[config.mk]
export PLATFORM = sky130hd
export DESIGN_NAME = button_scan_autorepeat_top
export DESIGN_NICKNAME = d
export VERILOG_FILES = /design/src/rtl/core/bsa_pkg.sv /design/src/rtl/core/bsa_lane.sv /design/src/rtl/core/button_scan_autorepeat_top.sv
export VERILOG_INCLUDE_DIRS = /design/src /design/src/rtl/core
export SDC_FILE = /design/constraint.sdc
export NUM_CORES = 2
export LEC_CHECK = 0
export BUFFER_PORTS_ARGS = -buffer_cell sky130_fd_sc_hd__buf_2
export CAP_MARGIN = 10
export CORE_AREA = 2 2 550 552
export CTS_BUF_LIST = sky130_fd_sc_hd__clkbuf_2
export CTS_CLUSTER_SIZE = 40
export DETAILED_ROUTE_END_ITERATION = 8
export DIE_AREA = 0 0 552 554
export SLEW_MARGIN = 25
export SYNTH_ARGS = -nofsm -noshare
export SYNTH_HDL_FRONTEND = slang
export SYNTH_SLANG_ARGS = --single-unit
[constraint.sdc]
create_clock -name clk -period 10.7 [get_ports clk]
set_clock_uncertainty 0.2 [all_clocks]
set_input_delay 2.675 -clock clk [delete_from_list [all_inputs] [get_ports clk]]
set_output_delay 2.675 -clock clk [all_outputs]
set_load 0.01 [all_outputs]
[src/rtl/core/button_scan_autorepeat_top_defines.svh]
// Assertion macros for the button scanner with auto-repeat.
// Included by the top level; needs nothing else.
`ifndef BUTTON_SCAN_AUTOREPEAT_TOP_DEFINES_SVH
`define BUTTON_SCAN_AUTOREPEAT_TOP_DEFINES_SVH

// Same-cycle implication, checked at every rising edge outside reset.
`define BSA_ASSERT_NOW(label, ck, rs, ante, cons, msg) \
  label: assert property (@(posedge ck) disable iff (rs) (ante) |-> (cons)) \
    else $error(msg);

// Next-cycle implication, checked at every rising edge outside reset.
`define BSA_ASSERT_NEXT(label, ck, rs, ante, cons, msg) \
  label: assert property (@(posedge ck) disable iff (rs) (ante) |=> (cons)) \
    else $error(msg);

`endif

[src/rtl/core/bsa_pkg.sv]
// Shared constants, types and register codes of the button scanner.
// Used by bsa_lane and button_scan_autorepeat_top; depends on nothing.
`timescale 1ns / 1ps

package bsa_pkg;

  localparam int NUM_BUTTONS = 16;
  localparam int TIME_BITS   = 32;

  localparam int MASK_W     = 16;
  localparam int LANES      = (NUM_BUTTONS < MASK_W) ? NUM_BUTTONS : MASK_W;
  localparam int LANE_IDX_W = (LANES > 1) ? $clog2(LANES) : 1;
  localparam int COUNT_W    = 5;
  localparam int DELAY_W    = 16;
  localparam int BTN_SEL_W  = 4;

  localparam int IN_TIME_W  = 32;
  localparam int IN_W       = ((IN_TIME_W + MASK_W + 7) / 8) * 8;
  localparam int OUT_FIELDS = 4 * MASK_W + 3;
  localparam int OUT_W      = ((OUT_FIELDS + 7) / 8) * 8;

  localparam int CFG_IDX_W  = 3;
  localparam int CFG_DATA_W = 16;

  typedef logic [TIME_BITS-1:0] time_t;
  typedef logic [DELAY_W-1:0]   delay_t;

  typedef enum logic [CFG_IDX_W-1:0] {
    REG_BUTTON_COUNT  = 3'd0,
    REG_FIRST_REPEAT  = 3'd1,
    REG_REPEAT_PERIOD = 3'd2,
    REG_LONG_HOLD_MS  = 3'd3,
    REG_LONG_HOLD_EN  = 3'd4,
    REG_LONG_HOLD_BTN = 3'd5,
    REG_FORWARDING    = 3'd6
  } cfg_reg_t;

  // Per-scan control handed to one button lane.
  typedef struct packed {
    logic active;   // button index is below the effective count
    logic update;   // the scan in the input register is being retired
    logic pressed;  // level is low this scan
  } lane_ctrl_t;

  // Per-scan status returned by one button lane.
  typedef struct packed {
    logic was_down;
    logic pe;
    logic re;
    logic hm;
    logic am;
  } lane_stat_t;

endpackage

[src/rtl/core/bsa_lane.sv]
// One button lane: edge detection, held flag and typematic repeat timing.
// Depends on bsa_pkg.
`timescale 1ns / 1ps

module bsa_lane (
  input  logic               clk,
  input  logic               rst,
  input  bsa_pkg::lane_ctrl_t ctrl,
  input  bsa_pkg::time_t      now,
  input  bsa_pkg::delay_t     first_repeat_ms,
  input  bsa_pkg::delay_t     repeat_period_ms,
  output bsa_pkg::lane_stat_t stat,
  output bsa_pkg::time_t      press_start
);
  import bsa_pkg::*;

  logic  was_down;
  logic  first_pending;
  time_t repeat_mark;

  logic  press_edge, release_edge, hold;
  logic  fire_first, fire_repeat;
  time_t since;
  time_t first_delay, period;

  assign first_delay = time_t'(first_repeat_ms);
  assign period      = time_t'(repeat_period_ms);

  assign press_edge   = !was_down && ctrl.pressed;
  assign release_edge = was_down && !ctrl.pressed;
  assign hold         = was_down && ctrl.pressed;

  // Wrapping difference; the compares below are strict.
  assign since       = now - repeat_mark;
  assign fire_first  = hold && first_pending && (since > first_delay);
  assign fire_repeat = hold && !first_pending && (since > period);

  always_comb begin
    stat.was_down = was_down;
    stat.pe       = ctrl.active && press_edge;
    stat.re       = ctrl.active && release_edge;
    stat.hm       = ctrl.active && ctrl.pressed;
    stat.am       = ctrl.active && (press_edge || fire_first || fire_repeat);
  end

  always_ff @(posedge clk) begin
    if (rst) begin
      was_down      <= 1'b0;
      first_pending <= 1'b0;
    end else if (ctrl.update && ctrl.active) begin
      was_down <= ctrl.pressed;
      if (press_edge) begin
        first_pending <= 1'b1;
      end else if (fire_first) begin
        first_pending <= 1'b0;
      end
    end
  end

  // A press sets the mark to the current time; after that it steps by the delay or period, never to the current time.
  always_ff @(posedge clk) begin
    if (ctrl.update && ctrl.active) begin
      if (press_edge) begin
        repeat_mark <= now;
        press_start <= now;
      end else if (fire_first) begin
        repeat_mark <= repeat_mark + first_delay;
      end else if (fire_repeat) begin
        repeat_mark <= repeat_mark + period;
      end
    end
  end

endmodule

[src/rtl/core/button_scan_autorepeat_top.sv]
// Channel  Dir  Beat content (low bits first)
// s_*      in   time_ms[31:0], raw_levels[47:32], zero pad to 48
// m_*      out  pressed, released, held, activated masks, wake, long-hold flags
// cfg_*    in   register index and 16-bit write data
//
// One scan enters the input register, is evaluated by all button lanes in
// parallel and lands in the output register; one scan per cycle is sustained
// while the output is not stalled. The lane state updates when a scan
// moves to the output register, so each scan sees the state its predecessor
// left. Synchronous reset clears the handshake state, the pressed and
// first-repeat flags and the registers to their defaults; no sweep is needed.
// A stalled output holds its beat; the input register still takes one beat.
// Depends on bsa_pkg, bsa_lane and button_scan_autorepeat_top_defines.svh.
`timescale 1ns / 1ps
`include "button_scan_autorepeat_top_defines.svh"

module button_scan_autorepeat_top (
  input  logic                           clk,
  input  logic                           rst,
  input  logic                           s_tvalid,
  output logic                           s_tready,
  input  logic [bsa_pkg::IN_W-1:0]       s_tdata,   // time_ms, raw_levels
  output logic                           m_tvalid,
  input  logic                           m_tready,
  output logic [bsa_pkg::OUT_W-1:0]      m_tdata,   // pressed_edges, released_edges,
                                                    // held_mask, activated_mask, wake,
                                                    // long_hold_active, long_hold_released
  input  logic                           cfg_valid,
  output logic                           cfg_ready,
  input  logic [bsa_pkg::CFG_IDX_W-1:0]  cfg_index,
  input  logic [bsa_pkg::CFG_DATA_W-1:0] cfg_data
);
  import bsa_pkg::*;

  // Configuration registers.
  logic [COUNT_W-1:0]   button_count;
  delay_t               first_repeat_ms;
  delay_t               repeat_period_ms;
  delay_t               long_hold_ms;
  logic                 long_hold_enable;
  logic [BTN_SEL_W-1:0] long_hold_button;
  logic                 forwarding_enabled;

  assign cfg_ready = 1'b1;

  always_ff @(posedge clk) begin
    if (rst) begin
      button_count       <= COUNT_W'(10);
      first_repeat_ms    <= DELAY_W'(500);
      repeat_period_ms   <= DELAY_W'(100);
      long_hold_ms       <= DELAY_W'(1000);
      long_hold_enable   <= 1'b0;
      long_hold_button   <= '0;
      forwarding_enabled <= 1'b1;
    end else if (cfg_valid && cfg_ready) begin
      unique case (cfg_reg_t'(cfg_index))
        REG_BUTTON_COUNT:  button_count       <= cfg_data[COUNT_W-1:0];
        REG_FIRST_REPEAT:  first_repeat_ms    <= cfg_data[DELAY_W-1:0];
        REG_REPEAT_PERIOD: repeat_period_ms   <= cfg_data[DELAY_W-1:0];
        REG_LONG_HOLD_MS:  long_hold_ms       <= cfg_data[DELAY_W-1:0];
        REG_LONG_HOLD_EN:  long_hold_enable   <= cfg_data[0];
        REG_LONG_HOLD_BTN: long_hold_button   <= cfg_data[BTN_SEL_W-1:0];
        REG_FORWARDING:    forwarding_enabled <= cfg_data[0];
        default: ;
      endcase
    end
  end

  // Input register.
  logic                in_valid;
  logic [IN_W-1:0]     in_data;
  logic                advance;

  assign advance  = in_valid && (!m_tvalid || m_tready);
  assign s_tready = !in_valid || advance;

  always_ff @(posedge clk) begin
    if (rst) begin
      in_valid <= 1'b0;
    end else if (s_tready) begin
      in_valid <= s_tvalid;
    end
  end

  always_ff @(posedge clk) begin
    if (s_tvalid && s_tready) begin
      in_data <= s_tdata;
    end
  end

  time_t             now;
  logic [MASK_W-1:0] levels;
  logic [COUNT_W-1:0] eff_count;

  assign now    = time_t'(in_data[IN_TIME_W-1:0]);
  assign levels = in_data[IN_TIME_W +: MASK_W];

  // Effective count saturates at the number of lanes.
  assign eff_count = (button_count > COUNT_W'(LANES)) ? COUNT_W'(LANES) : button_count;

  lane_ctrl_t lane_ctrl   [LANES];
  lane_stat_t lane_stat   [LANES];
  time_t      lane_start  [LANES];

  for (genvar g = 0; g < LANES; g++) begin : g_lane
    assign lane_ctrl[g].active  = COUNT_W'(g) < eff_count;
    assign lane_ctrl[g].update  = advance;
    assign lane_ctrl[g].pressed = !levels[g];

    bsa_lane u_lane (
      .clk              (clk),
      .rst              (rst),
      .ctrl             (lane_ctrl[g]),
      .now              (now),
      .first_repeat_ms  (first_repeat_ms),
      .repeat_period_ms (repeat_period_ms),
      .stat             (lane_stat[g]),
      .press_start      (lane_start[g])
    );
  end

  logic [MASK_W-1:0] pe_vec, re_vec, hm_vec, am_vec;

  always_comb begin
    pe_vec = '0;
    re_vec = '0;
    hm_vec = '0;
    am_vec = '0;
    for (int i = 0; i < LANES; i++) begin
      pe_vec[i] = lane_stat[i].pe;
      re_vec[i] = lane_stat[i].re;
      hm_vec[i] = lane_stat[i].hm;
      am_vec[i] = lane_stat[i].am;
    end
  end

  // Long hold on the watched button: one shared subtract and compare.
  logic                  watched;
  logic [LANE_IDX_W-1:0] watch_idx;
  logic                  watch_was_down;
  logic                  watch_pressed;
  time_t                 hold_time;
  logic                  held_long;
  logic                  lh_active, lh_released;

  assign watched        = long_hold_enable && (COUNT_W'(long_hold_button) < eff_count);
  assign watch_idx      = long_hold_button[LANE_IDX_W-1:0];
  assign watch_was_down = lane_stat[watch_idx].was_down;
  assign watch_pressed  = !levels[long_hold_button];
  assign hold_time      = now - lane_start[watch_idx];
  assign held_long      = hold_time > time_t'(long_hold_ms);
  assign lh_active      = watched && watch_was_down && watch_pressed && held_long;
  assign lh_released    = watched && watch_was_down && !watch_pressed && held_long;

  logic [MASK_W-1:0] fwd_mask;
  logic [OUT_W-1:0]  out_next;

  assign fwd_mask = {MASK_W{forwarding_enabled}};
  assign out_next = OUT_W'({lh_released, lh_active, |pe_vec,
                            am_vec & fwd_mask, hm_vec & fwd_mask,
                            re_vec & fwd_mask, pe_vec & fwd_mask});

  // Output register.
  always_ff @(posedge clk) begin
    if (rst) begin
      m_tvalid <= 1'b0;
    end else if (advance) begin
      m_tvalid <= 1'b1;
    end else if (m_tready) begin
      m_tvalid <= 1'b0;
    end
  end

  always_ff @(posedge clk) begin
    if (advance) begin
      m_tdata <= out_next;
    end
  end

  // A released button cannot be counted as held in the same scan.
  `BSA_ASSERT_NOW(a_release_not_held, clk, rst, m_tvalid,
    (m_tdata[MASK_W +: MASK_W] & m_tdata[2*MASK_W +: MASK_W]) == '0,
    "release edge reported on a held button")
  // Every press edge is also an activation.
  `BSA_ASSERT_NOW(a_press_activates, clk, rst, m_tvalid,
    (m_tdata[0 +: MASK_W] & ~m_tdata[3*MASK_W +: MASK_W]) == '0,
    "press edge without activation")
  // Both long-hold flags can never be raised for one scan.
  `BSA_ASSERT_NOW(a_long_hold_excl, clk, rst, m_tvalid,
    !(m_tdata[4*MASK_W+1] && m_tdata[4*MASK_W+2]),
    "long hold active and released together")
  // A scan waiting in the input register is never dropped.
  `BSA_ASSERT_NEXT(a_input_kept, clk, rst, in_valid && !advance,
    in_valid,
    "pending scan lost from input register")

endmodule

==> results.ini <==
[outcome]
status=finished, final reports clean

[final_layout]
regArea_mm2=0.0361
finish.net_count=13700
syn2layout_area_growth_pct=8.90
multi_input_area_mm2=0.0697
fin_cells=16600
drive_above_1_share_pct=10.9
nFillCells=30000

[global_routing]
grt_pass1_wl_um=576000
grt_antenna_before_repair=25
grt_pass1_vias=90400
globalRouteOverflowTotal=0
grt_max_degree=69
global_route_usage_over_all_layers_pct=24.6

[placement]
gp_congestion=0.957
place.port_buffers=140
placedCellCount=15900
pre_cts_ws_ps=1260
dp.final_hpwl_um=274000

[sta]
final_min_period_over_clock_period_pct=89.9
slew_viol_final=0
clock.fmax_mhz=104
grt_setup_unrepaired=no
finalCriticalPeriod_ps=9620
max_slew.worst_pin.slew_ps=1210
setup_violations=0
slew_headroom_pct=18.6
setup_ws_ps=1080
totalNegativeSetupSlack_ps=0
final-hold-violation-count=0

[floorplanning]
die_area_mm2=0.306
die-height_um=554
initial_core_util_pct=36.9
fp.dieW_um=552
core_area_mm2=0.299
design.portCount=147
std_cell_rows=201

[routing]
route.final.wire_length_um=390000
routed_via_density=5.78
route.met3.wl_um=26800
drc_errors=0
drtPass1Iterations=6
detail_route.iter0.violations=8989
route.met2.wl_um=175000
detailroute.via_count=95700
highest-signal-layer=met5
routedWlPerCell_um=23.6
met1_wl_um=163000
routed_antenna_nets=0

[logic_synthesis]
yosysMostFrequentCell=ha_1
synth-async-reset-ratio_pct=0
yosysUniqueCellTypes=113
dominantRegCellSynth=edfxtp_1
synth.largest_area_cell=edfxtp_1
netlist_top_cells_count=1314 x ha_1, 1139 x edfxtp_1, 985 x a21oi_1, 976 x nand2_1, 970 x nor2_1
synth_seq_cells=1232
post_synth_main_area_contributors=edfxtp_1 31%, ha_1 15%, a21oi_1 4.5%
synth_instances=12000
syn-mean-instance-area_um2=9.17
synthesis.area_mm2=0.110
yosysWarningCount=0
synth.top_cell.area_share_pct=31.0
synth_edf_count=1139
ys_seq_area_share_pct=32.7

[setup_path]
regToRegStartpoint=in_data[1]
timing.critical_path.max_delay_family=compound AO/OA/AOI/OAI gates
reg2regPathDepth=31
worst-endpoint-arrival_ps=10870
crit_fanout=17
critPathKind=flip-flop to flip-flop
r2r-end=g_lane[7].u_lane.repeat_mark[30]
slowest_stage=edfxtp_1
critical-path-top-cell-by-count=o21ai_0
slowest_delay_ps=880
setup.reg_to_reg.worst_slack_ps=1080
critical_path.startpoint_type=flip-flop
timing.critical_path.required_ps=11940
critical_path.endpoint_type=flip-flop
critPathBufInv=4

[clocking]
cts.sink_count=1232
h-tree-depth=5
clock_tree.buffer_depth=4
cts_hold_repair.buffers=0
tritoncts_clock_tree=yes
insertion_delay_ps=1840
cts_root_buf=clkbuf_2
cts_buffers=351
cts.repair_timing.setup_buffer_count=0
post_cts_resized=0
worst_setup_hold_path_clk_slew_ps=100

[power]
power_frac_comb_pct=27.7
static-leakage-power_nw=49.2
switching_share_pct=35.9
p_per_area_mw_per_mm2=106
clock_power_share_pct=29.1
power_frac_seq_pct=43.2
ir_drop_v=0.0000746
cellInternalPower_mw=8.19
netSwitchingPower_mw=4.59

[min_path]
min-delay-start=long_hold_ms[13]
timing.hold.worst.class=flip-flop to flip-flop
hold_path_end=long_hold_ms[13]
worst_hold_path.num_cells=2

[flow_run]
cap_violations=0

==> power by group through the flow <==
| stage | clock network (mW) | logic [mW] | registers (mW) |
|---|---|---|---|
| global route | 4.04 | 3.91 | 5.53 |
| floorplan | 0 | 2.43 | 5.62 |
| finish | 3.72 | 3.54 | 5.52 |
| CTS | 3.82 | 3.49 | 5.52 |
| detailed placement | 0 | 3.47 | 5.63 |
| global placement | 0 | 3.44 | 5.63 |
==> metal layers <==
layer / GRT usage (%) / vias to the layer above
met5: 0 / -
met4: 14.2 / 24
met3: 3.27 / 863
met2: 39.6 / 3610
met1: 31.6 / 45700
li1: - / 45500
==> stage by stage <==
| step | power (mW) | utilization [%] | hold slack, ps | instance area, um2 |
|---|---|---|---|---|
| floorplan | 8.05 | - | 236 | 110000 |
| global route | 13.5 | 40.1 | 290 | 120000 |
| global placement | 9.07 | 39.0 | 242 | 117000 |
| finish | 12.8 | 40.2 | 261 | 120000 |
| CTS | 12.8 | 40.1 | 261 | 120000 |
| detailed placement | 9.09 | 39.1 | 249 | 117000 |
==> state kept, by name (all words and copies together) (netlist names), 48 cells and up <==
name                       flops
g_lane.u_lane.press_start    512
in_data                       48
g_lane.u_lane.repeat_mark    512
m_tdata                       67
==> how the worst max path moves through the flow <==
stage	startpoint	endpoint	slack [ps]	cells past startpoint
after floorplan	m_tready	g_lane[1].u_lane.repeat_mark[0]	1850	6
after global placement	in_data[0]	g_lane[3].u_lane.repeat_mark[26]	1330	36
after detailed placement	in_data[1]	g_lane[7].u_lane.repeat_mark[30]	1260	31
after CTS	in_data[1]	g_lane[7].u_lane.repeat_mark[30]	1150	31
after global routing	in_data[1]	g_lane[3].u_lane.repeat_mark[28]	510	35
final	in_data[1]	g_lane[7].u_lane.repeat_mark[30]	1080	31
==> worst reg2reg max path, delay by kind of cell, from the launching register on <==
family	cells	cell delay, ps
buffers and inverters	4	1190
flip-flops	1	880
AO/OA/AOI/OAI	12	3600
AND/OR/NAND/NOR	9	1620
adder cells (fa/ha/maj)	3	920
multiplexers	2	810
XOR/XNOR	1	120
==> layout by cell type, fill, tap and decap left out, types with 34 or more instances in the layout <==
| cell | n |
|---|---|
| a211o_1 | 35 |
| a211oi_1 | 81 |
| a21o_1 | 375 |
| a21oi_1 | 985 |
| a31oi_1 | 100 |
| and2_1 | 63 |
| and3_1 | 140 |
| buf_2 | 139 |
| buf_4 | 238 |
| clkbuf_2 | 500 |
| clkinv_1 | 72 |
| dfxtp_1 | 85 |
| edfxtp_1 | 1139 |
| ha_1 | 1314 |
| inv_1 | 775 |
| inv_2 | 34 |
| mux2i_1 | 302 |
| mux4_2 | 170 |
| nand2_1 | 976 |
| nand2b_1 | 175 |
| nand3_1 | 282 |
| nand4_1 | 237 |
| nor2_1 | 936 |
| nor2b_1 | 180 |
| nor3_1 | 231 |
| nor3b_1 | 35 |
| nor4_1 | 76 |
| o211ai_1 | 71 |
| o21a_1 | 176 |
| o21ai_0 | 752 |
| o21bai_1 | 80 |
| o31a_1 | 37 |
| o31ai_1 | 86 |
| or2_2 | 69 |
| or3_1 | 69 |
| xnor2_1 | 548 |
| xor2_1 | 229 |
==> cells by family after synthesis <==
logic type | count (synthesis) | share of synthesized area [%]
flip-flops | 1232 | 32.7
adder cells (fa/ha/maj) | 1349 | 15.5
multiplexers | 506 | 6.56
other | 2 | 0.00681
AO/OA/AOI/OAI | 3243 | 18.6
XOR/XNOR | 777 | 6.17
AND/OR/NAND/NOR | 3644 | 15.9
buffers and inverters | 1281 | 4.48
==> final cells by class <==
class | count | area share [%]
Tap cell | 3958 | 4.12
Timing Repair Buffer | 411 | 2.62
Inverter | 809 | 2.53
Clock inverter | 106 | 0.549
Antenna cell | 11 | 0.0229
Sequential cell | 1232 | 30.0
Clock buffer | 500 | 2.08
Multi-Input combinational cell | 9525 | 58.0
(Power assumes the default switching activity.)
